File: src/hdl/spi_pkg.sv
// types and constants of the scintillator pulse integrator
`default_nettype none
package spi_pkg;

   localparam int CHAN_W      = 6;
   localparam int Q_W         = 20;
   localparam int GAIN_W      = 16;
   localparam int TOFF_W      = 8;
   localparam int WIN_W       = 7;
   localparam int SUM_W       = 27;
   localparam int AMP_W       = 21;
   localparam int PE_W        = 32;
   localparam int EN_W        = 34;
   localparam int CNT_W       = 8;
   localparam int START_W     = 8;
   localparam int CSR_IDX_W   = 3;
   localparam int CSR_DATA_W  = 8;

   localparam int MAX_SAMPLES  = 256;
   localparam int MAX_CHANNELS = 64;
   localparam int IDX_W        = $clog2(MAX_SAMPLES + 1);
   localparam int POS_W        = ((IDX_W > 9) ? IDX_W : 9) + 2;
   localparam int MAXCH_W      = $clog2(MAX_CHANNELS + 1);

   localparam int SCALE_W     = 17;
   localparam int PROD_W      = SUM_W + SCALE_W;
   localparam int DIV_STEPS   = PROD_W;
   localparam int DIVCNT_W    = $clog2(DIV_STEPS);

   localparam logic [SCALE_W-1:0]      PE_SCALE   = 17'd100000;
   localparam logic signed [AMP_W-1:0] PEAK_RESET = -21'sd15984;
   localparam logic [21:0]             EVPED_LIMIT = 22'd240;
   localparam logic [CNT_W-1:0]        TCNT_LOW   = 8'd1;
   localparam logic [CNT_W-1:0]        TCNT_HIGH  = 8'd10;

   // register indexes
   localparam logic [CSR_IDX_W-1:0] CSR_START_SAMPLE = 3'd0;
   localparam logic [CSR_IDX_W-1:0] CSR_PULSE_WIDTH  = 3'd1;
   localparam logic [CSR_IDX_W-1:0] CSR_WIDTH_LYSO   = 3'd2;
   localparam logic [CSR_IDX_W-1:0] CSR_INSTR_CHAN   = 3'd3;
   localparam logic [CSR_IDX_W-1:0] CSR_CLEAN_MODE   = 3'd4;

   typedef struct packed {
      logic sample_en;
      logic load_mult;
      logic div_step;
      logic finish;
   } spi_cmd_type;

   typedef struct packed {
      logic last_hit;
   } spi_status_type;

endpackage
`default_nettype wire

File: src/hdl/scintillator_pulse_integrator.sv
// Scintillator pulse integrator, top level. Charge samples of one channel are
// taken one per clock while req_ready is high; the word flagged last closes the
// channel. For the last word of an instrumented channel the block stops taking
// samples: state ST_MUL forms the 44-bit charge product, a restoring divider in
// ST_DIV then produces one quotient bit per cycle, ST_FIN saturates and registers
// photoelectrons and energy, and the result word is then held on the rsp_ port
// until taken. Sample input resumes the cycle after. The last word of a channel
// at or above the instrumented-channel setting does not stop sample input.
// Configuration is written at index csr_index through csr_we and csr_wdata; the
// user must do so only while the block is idle; the block does not enforce this.
`default_nettype none
module scintillator_pulse_integrator (
   input  wire logic                                   clock,
   input  wire logic                                   reset,
   input  wire logic                                   req_valid,
   output logic                                        req_ready,
   input  wire logic [spi_pkg::CHAN_W-1:0]             req_channel,
   input  wire logic signed [spi_pkg::Q_W-1:0]         req_charge,
   input  wire logic signed [spi_pkg::Q_W-1:0]         req_pedestal,
   input  wire logic signed [spi_pkg::Q_W-1:0]         req_event_pedestal,
   input  wire logic [spi_pkg::GAIN_W-1:0]             req_gain,
   input  wire logic signed [spi_pkg::TOFF_W-1:0]      req_time_offset,
   input  wire logic                                   req_last,
   output logic                                        rsp_valid,
   input  wire logic                                   rsp_ready,
   output logic [spi_pkg::CHAN_W-1:0]                  rsp_bar,
   output logic [spi_pkg::WIN_W-1:0]                   rsp_window_used,
   output logic [spi_pkg::SUM_W-1:0]                   rsp_total_charge,
   output logic signed [spi_pkg::AMP_W-1:0]            rsp_amplitude,
   output logic [spi_pkg::PE_W-1:0]                    rsp_photoelectrons,
   output logic [spi_pkg::EN_W-1:0]                    rsp_energy,
   output logic [spi_pkg::CNT_W-1:0]                   rsp_above_pedestal_count,
   output logic [spi_pkg::CNT_W-1:0]                   rsp_above_threshold_count,
   output logic                                        rsp_clean,
   input  wire logic                                   csr_we,
   input  wire logic [spi_pkg::CSR_IDX_W-1:0]          csr_index,
   input  wire logic [spi_pkg::CSR_DATA_W-1:0]         csr_wdata
);
   import spi_pkg::*;

   spi_cmd_type    cmd;
   spi_status_type status;

   spi_ctrl u_ctrl (
      .clock     (clock),
      .reset     (reset),
      .req_valid (req_valid),
      .req_ready (req_ready),
      .rsp_valid (rsp_valid),
      .rsp_ready (rsp_ready),
      .status    (status),
      .cmd       (cmd)
   );

   spi_datapath u_datapath (
      .clock                     (clock),
      .reset                     (reset),
      .cmd                       (cmd),
      .status                    (status),
      .csr_we                    (csr_we),
      .csr_index                 (csr_index),
      .csr_wdata                 (csr_wdata),
      .req_channel               (req_channel),
      .req_charge                (req_charge),
      .req_pedestal              (req_pedestal),
      .req_event_pedestal        (req_event_pedestal),
      .req_gain                  (req_gain),
      .req_time_offset           (req_time_offset),
      .req_last                  (req_last),
      .rsp_bar                   (rsp_bar),
      .rsp_window_used           (rsp_window_used),
      .rsp_total_charge          (rsp_total_charge),
      .rsp_amplitude             (rsp_amplitude),
      .rsp_photoelectrons        (rsp_photoelectrons),
      .rsp_energy                (rsp_energy),
      .rsp_above_pedestal_count  (rsp_above_pedestal_count),
      .rsp_above_threshold_count (rsp_above_threshold_count),
      .rsp_clean                 (rsp_clean)
   );

endmodule
`default_nettype wire

File: src/hdl/spi_ctrl.sv
// sequencing state machine of the pulse integrator
`default_nettype none
module spi_ctrl (
   input  wire logic                 clock,
   input  wire logic                 reset,
   input  wire logic                 req_valid,
   output logic                      req_ready,
   output logic                      rsp_valid,
   input  wire logic                 rsp_ready,
   input  spi_pkg::spi_status_type   status,
   output spi_pkg::spi_cmd_type      cmd
);
   import spi_pkg::*;

   typedef enum logic [4:0] {
      ST_RUN  = 5'b00001,
      ST_MUL  = 5'b00010,
      ST_DIV  = 5'b00100,
      ST_FIN  = 5'b01000,
      ST_HOLD = 5'b10000
   } state_type;

   state_type state_ff, state_in;
   logic [DIVCNT_W-1:0] cnt_ff, cnt_in;

   always_comb begin
      state_in = state_ff;
      cnt_in   = cnt_ff;
      cmd      = '0;
      case (state_ff)
         ST_RUN: begin
            cmd.sample_en = req_valid;
            if (req_valid && status.last_hit) begin
               state_in = ST_MUL;
            end
         end
         ST_MUL: begin
            cmd.load_mult = 1'b1;
            cnt_in        = '0;
            state_in      = ST_DIV;
         end
         ST_DIV: begin
            cmd.div_step = 1'b1;
            if (cnt_ff == DIVCNT_W'(DIV_STEPS - 1)) begin
               state_in = ST_FIN;
            end else begin
               cnt_in = cnt_ff + 1'b1;
            end
         end
         ST_FIN: begin
            cmd.finish = 1'b1;
            state_in   = ST_HOLD;
         end
         ST_HOLD: begin
            if (rsp_ready) begin
               state_in = ST_RUN;
            end
         end
         default: begin
            state_in = ST_RUN;
         end
      endcase
   end

   assign req_ready = (state_ff == ST_RUN);
   assign rsp_valid = (state_ff == ST_HOLD);

   always_ff @(posedge clock) begin
      if (reset) begin
         state_ff <= ST_RUN;
         cnt_ff   <= '0;
      end else begin
         state_ff <= state_in;
         cnt_ff   <= cnt_in;
      end
   end

endmodule
`default_nettype wire

File: src/hdl/spi_datapath.sv
// sample accumulation, quality test and photoelectron divider
`default_nettype none
module spi_datapath (
   input  wire logic                                   clock,
   input  wire logic                                   reset,
   input  spi_pkg::spi_cmd_type                        cmd,
   output spi_pkg::spi_status_type                     status,
   input  wire logic                                   csr_we,
   input  wire logic [spi_pkg::CSR_IDX_W-1:0]          csr_index,
   input  wire logic [spi_pkg::CSR_DATA_W-1:0]         csr_wdata,
   input  wire logic [spi_pkg::CHAN_W-1:0]             req_channel,
   input  wire logic signed [spi_pkg::Q_W-1:0]         req_charge,
   input  wire logic signed [spi_pkg::Q_W-1:0]         req_pedestal,
   input  wire logic signed [spi_pkg::Q_W-1:0]         req_event_pedestal,
   input  wire logic [spi_pkg::GAIN_W-1:0]             req_gain,
   input  wire logic signed [spi_pkg::TOFF_W-1:0]      req_time_offset,
   input  wire logic                                   req_last,
   output logic [spi_pkg::CHAN_W-1:0]                  rsp_bar,
   output logic [spi_pkg::WIN_W-1:0]                   rsp_window_used,
   output logic [spi_pkg::SUM_W-1:0]                   rsp_total_charge,
   output logic signed [spi_pkg::AMP_W-1:0]            rsp_amplitude,
   output logic [spi_pkg::PE_W-1:0]                    rsp_photoelectrons,
   output logic [spi_pkg::EN_W-1:0]                    rsp_energy,
   output logic [spi_pkg::CNT_W-1:0]                   rsp_above_pedestal_count,
   output logic [spi_pkg::CNT_W-1:0]                   rsp_above_threshold_count,
   output logic                                        rsp_clean
);
   import spi_pkg::*;

   // configuration
   logic [START_W-1:0] start_ff;
   logic [WIN_W-1:0]   width_ff;
   logic [WIN_W-1:0]   width_lyso_ff;
   logic [WIN_W-1:0]   instr_ff;
   logic               clean_mode_ff;

   // per-channel state
   logic [IDX_W-1:0]        idx_ff, idx_in;
   logic                    stopped_ff, stopped_in;
   logic [SUM_W-1:0]        sum_ff, sum_in;
   logic signed [AMP_W-1:0] peak_ff, peak_in;
   logic [CNT_W-1:0]        pcnt_ff, pcnt_in;
   logic [CNT_W-1:0]        tcnt_ff, tcnt_in;

   // result and divider
   logic [CHAN_W-1:0]       res_bar_ff;
   logic [WIN_W-1:0]        res_width_ff;
   logic [SUM_W-1:0]        res_sum_ff;
   logic signed [AMP_W-1:0] res_peak_ff;
   logic [CNT_W-1:0]        res_pcnt_ff;
   logic [CNT_W-1:0]        res_tcnt_ff;
   logic signed [Q_W-1:0]   res_evped_ff;
   logic [GAIN_W-1:0]       res_gain_ff;
   logic                    res_clean_ff;
   logic [PROD_W-1:0]       dq_ff;
   logic [GAIN_W-1:0]       rem_ff;
   logic [PE_W-1:0]         pe_ff;
   logic [EN_W-1:0]         energy_ff;

   logic [WIN_W-1:0]        width_sel;
   logic signed [POS_W-1:0] start_pos;
   logic signed [POS_W-1:0] idx_pos;
   logic signed [POS_W-1:0] pos;
   logic                    active;
   logic                    in_window;
   logic signed [AMP_W-1:0] ped_ext;
   logic signed [AMP_W-1:0] excess;
   logic signed [AMP_W-1:0] aped;
   logic signed [23:0]      aped_ext;
   logic signed [23:0]      thr;
   logic                    exc_pos;
   logic                    exc_thr;
   logic [SUM_W:0]          sum_add;
   logic                    instrumented;

   logic signed [22:0]      peak3;
   logic signed [29:0]      sum2;
   logic signed [21:0]      ev_ext;
   logic [21:0]             aev;
   logic                    clean_calc;

   logic [GAIN_W:0]         trial;
   logic                    trial_ge;
   logic [PE_W-1:0]         pe_calc;

   always_comb begin
      width_sel = req_channel[0] ? width_ff : width_lyso_ff;
      start_pos = POS_W'(start_ff) + POS_W'(req_time_offset);
      idx_pos   = POS_W'(idx_ff);
      pos       = idx_pos - start_pos;
      active    = !stopped_ff && (idx_ff < IDX_W'(MAX_SAMPLES)) && (idx_pos >= start_pos);
      in_window = pos < $signed(POS_W'(width_sel));

      ped_ext  = AMP_W'(req_pedestal);
      excess   = AMP_W'(req_charge) - ped_ext;
      aped     = ped_ext[AMP_W-1] ? -ped_ext : ped_ext;
      aped_ext = 24'(aped);
      thr      = clean_mode_ff ? ((aped_ext <<< 3) + (aped_ext <<< 1)) : aped_ext;
      exc_pos  = excess > 0;
      exc_thr  = 24'(excess) > thr;
      sum_add  = {1'b0, sum_ff} + (SUM_W + 1)'(excess[Q_W-1:0]);

      instrumented = ({1'b0, req_channel} < instr_ff) &&
                     (MAXCH_W'(req_channel) < MAXCH_W'(MAX_CHANNELS));

      idx_in     = idx_ff;
      stopped_in = stopped_ff;
      sum_in     = sum_ff;
      peak_in    = peak_ff;
      pcnt_in    = pcnt_ff;
      tcnt_in    = tcnt_ff;
      if (active) begin
         if (exc_pos && (pcnt_ff != '1)) begin
            pcnt_in = pcnt_ff + 1'b1;
         end
         if (exc_thr && (tcnt_ff != '1)) begin
            tcnt_in = tcnt_ff + 1'b1;
         end
         if (in_window) begin
            if (excess > peak_ff) begin
               peak_in = excess;
            end
            if (exc_pos) begin
               sum_in = sum_add[SUM_W] ? '1 : sum_add[SUM_W-1:0];
            end
         end else if (exc_pos == 1'b0 && excess != 0 || req_charge[Q_W-1]) begin
            stopped_in = 1'b1;
         end
      end
      if (idx_ff < IDX_W'(MAX_SAMPLES)) begin
         idx_in = idx_ff + 1'b1;
      end
   end

   assign status.last_hit = req_last && instrumented;

   // clean-hit test on the captured channel
   always_comb begin
      peak3      = 23'(res_peak_ff) + (23'(res_peak_ff) <<< 1);
      sum2       = $signed({2'b00, res_sum_ff, 1'b0});
      ev_ext     = 22'(res_evped_ff);
      aev        = ev_ext[21] ? 22'(-ev_ext) : 22'(ev_ext);
      clean_calc = clean_mode_ff && (30'(peak3) < sum2) && (aev < EVPED_LIMIT) &&
                   (res_tcnt_ff > TCNT_LOW) && (res_tcnt_ff < TCNT_HIGH);
   end

   // one quotient bit per step
   always_comb begin
      trial    = {rem_ff, dq_ff[PROD_W-1]};
      trial_ge = trial >= {1'b0, res_gain_ff};
      if (res_gain_ff == '0) begin
         pe_calc = (res_sum_ff != '0) ? '1 : '0;
      end else if (dq_ff[PROD_W-1:PE_W] != '0) begin
         pe_calc = '1;
      end else begin
         pe_calc = dq_ff[PE_W-1:0];
      end
   end

   always_ff @(posedge clock) begin
      if (reset) begin
         start_ff      <= '0;
         width_ff      <= 7'd5;
         width_lyso_ff <= 7'd8;
         instr_ff      <= 7'd16;
         clean_mode_ff <= 1'b0;
      end else if (csr_we) begin
         case (csr_index)
            CSR_START_SAMPLE: start_ff      <= csr_wdata[START_W-1:0];
            CSR_PULSE_WIDTH:  width_ff      <= csr_wdata[WIN_W-1:0];
            CSR_WIDTH_LYSO:   width_lyso_ff <= csr_wdata[WIN_W-1:0];
            CSR_INSTR_CHAN:   instr_ff      <= csr_wdata[WIN_W-1:0];
            CSR_CLEAN_MODE:   clean_mode_ff <= csr_wdata[0];
            default: begin
            end
         endcase
      end
   end

   always_ff @(posedge clock) begin
      if (reset || (cmd.sample_en && req_last)) begin
         idx_ff     <= '0;
         stopped_ff <= 1'b0;
         sum_ff     <= '0;
         peak_ff    <= PEAK_RESET;
         pcnt_ff    <= '0;
         tcnt_ff    <= '0;
      end else if (cmd.sample_en) begin
         idx_ff     <= idx_in;
         stopped_ff <= stopped_in;
         sum_ff     <= sum_in;
         peak_ff    <= peak_in;
         pcnt_ff    <= pcnt_in;
         tcnt_ff    <= tcnt_in;
      end
   end

   always_ff @(posedge clock) begin
      if (cmd.sample_en && status.last_hit) begin
         res_bar_ff   <= req_channel;
         res_width_ff <= width_sel;
         res_sum_ff   <= sum_in;
         res_peak_ff  <= peak_in;
         res_pcnt_ff  <= pcnt_in;
         res_tcnt_ff  <= tcnt_in;
         res_evped_ff <= req_event_pedestal;
         res_gain_ff  <= req_gain;
      end
      if (cmd.load_mult) begin
         dq_ff        <= PROD_W'(res_sum_ff) * PROD_W'(PE_SCALE);
         rem_ff       <= '0;
         res_clean_ff <= clean_calc;
      end else if (cmd.div_step) begin
         dq_ff  <= {dq_ff[PROD_W-2:0], trial_ge};
         rem_ff <= trial_ge ? GAIN_W'(trial - {1'b0, res_gain_ff}) : trial[GAIN_W-1:0];
      end
      if (cmd.finish) begin
         pe_ff     <= pe_calc;
         energy_ff <= EN_W'(pe_calc) + (EN_W'(pe_calc) << 1);
      end
   end

   assign rsp_bar                   = res_bar_ff;
   assign rsp_window_used           = res_width_ff;
   assign rsp_total_charge          = res_sum_ff;
   assign rsp_amplitude             = res_peak_ff;
   assign rsp_photoelectrons        = pe_ff;
   assign rsp_energy                = energy_ff;
   assign rsp_above_pedestal_count  = res_pcnt_ff;
   assign rsp_above_threshold_count = res_tcnt_ff;
   assign rsp_clean                 = res_clean_ff;

endmodule
`default_nettype wire

File: config.mk
export PLATFORM = sky130hd
export DESIGN_NAME = scintillator_pulse_integrator
export DESIGN_NICKNAME = d
export VERILOG_FILES = /design/src/hdl/spi_pkg.sv /design/src/hdl/scintillator_pulse_integrator.sv /design/src/hdl/spi_ctrl.sv /design/src/hdl/spi_datapath.sv
export SDC_FILE = /design/constraint.sdc
export NUM_CORES = 1
export LEC_CHECK = 0
export BUFFER_PORTS_ARGS = -buffer_cell sky130_fd_sc_hd__buf_2
export CAP_MARGIN = 30
export CELL_PAD_IN_SITES_DETAIL_PLACEMENT = 0
export CELL_PAD_IN_SITES_GLOBAL_PLACEMENT = 2
export CORE_MARGIN = 2
export CORE_UTILIZATION = 39
export CTS_BUF_LIST = sky130_fd_sc_hd__clkbuf_16
export CTS_CLUSTER_SIZE = 40
export DETAILED_ROUTE_END_ITERATION = 6
export PLACE_DENSITY_LB_ADDON = 0.1
export REMOVE_ABC_BUFFERS = 1
export SYNTH_ARGS = -nofsm -noshare
export SYNTH_HDL_FRONTEND = slang
export SYNTH_SLANG_ARGS = --single-unit
File: constraint.sdc
create_clock -name clock -period 8.5 [get_ports clock]
set_input_delay 0.85 -clock clock [delete_from_list [all_inputs] [get_ports clock]]
set_output_delay 0.85 -clock clock [all_outputs]
set_load 0.005 [all_outputs]
==> run metrics <==
outcome=finished clean; average wire per standard cell=19.5 um; Hold Crit Class=input pin to flop; post_cts resized=0; port buffer count=252; combinational family with the most area after synthesis=adder cells; Total GRT Usage=0.214; Worst slew margin=0.384; DIE HEIGHT=278 um; cell chosen for the clock root=clkbuf_16; Post-CTS Setup Bufs=0; Main synth FF type=edfxtp_1; number of remaining DRC errors=0; vias post-DR=23,630; remaining antenna violation count after routing=0; mapped cell area=29,300 um^2; XOR/XNOR Fraction of Synth Area=0.0541; Fillers=7,213; number of synthesized register bits=354; Post-Synth Adder-Cell Area=0.233; worst r2r dst=u_datapath.dq_ff[42]; maximum vdd drop=0.000141 V; CP arrival=7210 ps; Hold-fix buffers, CTS=0; RePlAce Congestion=0.871; period utilization=0.797; DR pass1 iterations=7; critical path endpoint category=flop; Std-Cell Rows=100; Power Density=208 nW/um^2; largest net degree at the start of global routing=72; sequential area share after synthesis=0.317; Via density=5.43; Synth Area in Simple Gates=0.140; initial antenna violation count=1; CP Launch Type=input pin; total gr overflow=0; die area=77,300 um^2; detailed placement HPWL=67,400 um; clk buf depth=3; mean cell area of the mapped netlist=9.45 um^2; Hold Path End=u_datapath.res_evped_ff[13]; Area growth, synth to finish=13.5%; DRT Wirelength=85,000 um; Synth Area in Compound Gates=0.174; final setup margin=1720 ps; LEAKAGE=0.0144 uW; Max-cap violations=0; most frequent cells in the layout=390 x ha_1, 301 x inv_1, 252 x buf_2; Starting Density=0.393; Fin. Hold Viols=0; first-pass GRT wire length=132,000 um; n_diodes=0; Setup violations, final=0; Least-Margin Pin Slew=915 ps; worst skew pair latency=580 ps; Die Width=278 um; CTS tree=yes; FF-to-FF setup slack=2280 ps; CP required=8930 ps; layout cells sized above 1=0.128; R2R cell count=19; Mapped Cells=3,100; clock-pin slew on the worst setup and hold paths=60 ps; Reg-to-Reg Start=u_datapath.rsp_total_charge[14]; skew final=19.6 ps; hold path startpoint=req_event_pedestal[13]; asr flop ratio synth=0; CP Class=input pin to flop; setup_tns=0 ps; H-tree levels=2; hold depth=1; critical path fanouts, max=6; most common cell after layout, fill and taps aside=ha_1; Unique masters post-synth=87; Inserted Clock Buffers=46; minimum clock period=6780 ps; Post-synth EDFFs=218; vias in the first global route=23,741; max-slew violations=0; Sink Count=354; proportion of synthesized area in mux cells=0.0312; Core ar.=74,400 um^2; pre-CTS setup slack=1150 ps; RSZ-0062 raised after global routing=false; Initial DRC Count=1,058; synth warn=0; Max Fclk=148 MHz; layout net count=3,935; io pins=253
[metal layers]
| metal | track usage | wire, um | share of wire |
|---|---|---|---|
| met1 | 0.261 | 36900 | 0.43 |
| met4 | 0.0572 | 2110 | 0.025 |
| met2 | 0.398 | 43600 | 0.51 |
| met5 | 0 | 0 | 0 |
| met3 | 0.0230 | 2400 | 0.028 |
[sequential cells by signal, summed over array words and instances (netlist names), 8 cells and up]
signal                                flops
u_datapath.res_gain_ff                   16
u_datapath.pcnt_ff                        8
u_datapath.rsp_energy                    34
u_datapath.rsp_above_pedestal_count       8
u_datapath.res_evped_ff                  20
u_datapath.rsp_above_threshold_count      8
u_datapath.rsp_total_charge              27
u_datapath.tcnt_ff                        8
u_datapath.idx_ff                         9
u_datapath.rsp_photoelectrons            31
u_datapath.peak_ff                       21
u_datapath.rem_ff                        16
u_datapath.rsp_amplitude                 21
u_datapath.sum_ff                        27
u_datapath.start_ff                       8
u_datapath.dq_ff                         44
[cell families (layout without fill, tap and decap cells)]
family / Yosys count / after routing
flops: 354 / 354
simple gates: 827 / 827
mux: 81 / 81
fa+ha+maj: 487 / 487
other cells: 1 / 2
xor+xnor: 181 / 181
compound gates: 775 / 775
buf+inv: 394 / 672
[power by group]
group | switching (uW) | total (uW) | internal, uW
logic | 1750 | 2950 | 1210
clock network | 812 | 1980 | 1170
registers | 77.1 | 1990 | 1920
total | 2640 | 6920 | 4290
[how the worst max path moves through the flow]
stage / start / slack [ps] / endpoint
floorplan: u_ctrl.state_ff[3] / 1870 / u_datapath.dq_ff[10]
global placement: req_pedestal[1] / 1290 / u_datapath.rsp_above_threshold_count[1]
detailed placement: req_pedestal[1] / 1150 / u_datapath.rsp_above_threshold_count[1]
CTS: req_pedestal[1] / 1770 / u_datapath.rsp_above_threshold_count[1]
global route: req_pedestal[1] / 1130 / u_datapath.tcnt_ff[1]
finish: req_pedestal[1] / 1720 / u_datapath.tcnt_ff[1]
[metrics by stage]
stage	cell area (um^2)	hold slack, ps	instances	utilization	total power [uW]
5_1_grt	33200	413	4348	0.447	7440
4_1_cts	33200	401	4347	0.446	7010
3_5_place_dp	31700	438	4262	0.426	4990
2_1_floorplan	28900	420	3006	-	4170
6_report	33200	447	4348	0.447	6920
3_3_place_gp	31700	432	4262	0.426	4960
[Yosys cell counts (9+ instances only)]
cell / number / area [um^2]
or2_2: 15 / 93.8
or4_1: 9 / 67.6
xor2_1: 64 / 561
inv_1: 297 / 1110
mux2i_1: 50 / 500
a31o_2: 9 / 78.8
and3_1: 31 / 194
o21a_1: 58 / 435
fa_1: 96 / 1920
or3_1: 22 / 138
o211a_1: 12 / 120
dfxtp_1: 136 / 2720
nor3_1: 71 / 355
edfxtp_1: 218 / 6550
o21ai_0: 147 / 736
nor4_1: 38 / 238
nand2b_1: 29 / 181
mux2_2: 12 / 135
a21oi_1: 196 / 981
nor2b_1: 35 / 219
xnor2_1: 117 / 1020
o211ai_1: 24 / 180
a21o_1: 91 / 683
mux2_4: 17 / 255
nand3_1: 70 / 350
and2_1: 15 / 93.8
a211oi_1: 29 / 218
a31oi_1: 52 / 325
nand3b_1: 13 / 97.6
nand2_1: 241 / 905
o21bai_1: 16 / 120
nand4_1: 43 / 269
ha_1: 390 / 4880
nor2_1: 166 / 623
o311ai_0: 11 / 96.3
o31ai_1: 21 / 158
clkbuf_1: 77 / 289
a211o_1: 17 / 149
[worst max-delay path: stages]
cell	delay, ps
buf_2	120
inv_1	180
ha_1	300
nor2_1	80
xnor2_1	250
ha_1	250
inv_1	70
fa_1	370
nor2b_1	140
o21ai_0	120
a21boi_0	490
o211ai_1	150
a221o_1	410
a21oi_1	380
a21oi_1	190
o311ai_0	380
a211oi_1	120
or3b_2	460
ha_1	310
nand4_1	90
nor2_1	170
inv_1	60
a311oi_1	290
o21ai_0	220
nor3_1	430
mux2i_1	260
nor2_1	50
[cell type report]
class                   instances  area [um^2]  area share
clock inverters                38          360      0.0108
multi-input cells            2353        18600       0.558
inverters                     299         1120      0.0338
repair buffers                288         1550      0.0467
well taps                     969         1210      0.0365
clock buffers                  47         1180      0.0354
flip-flops and latches        354         9270       0.279
Note: power is estimated with default switching activity, not from simulation.
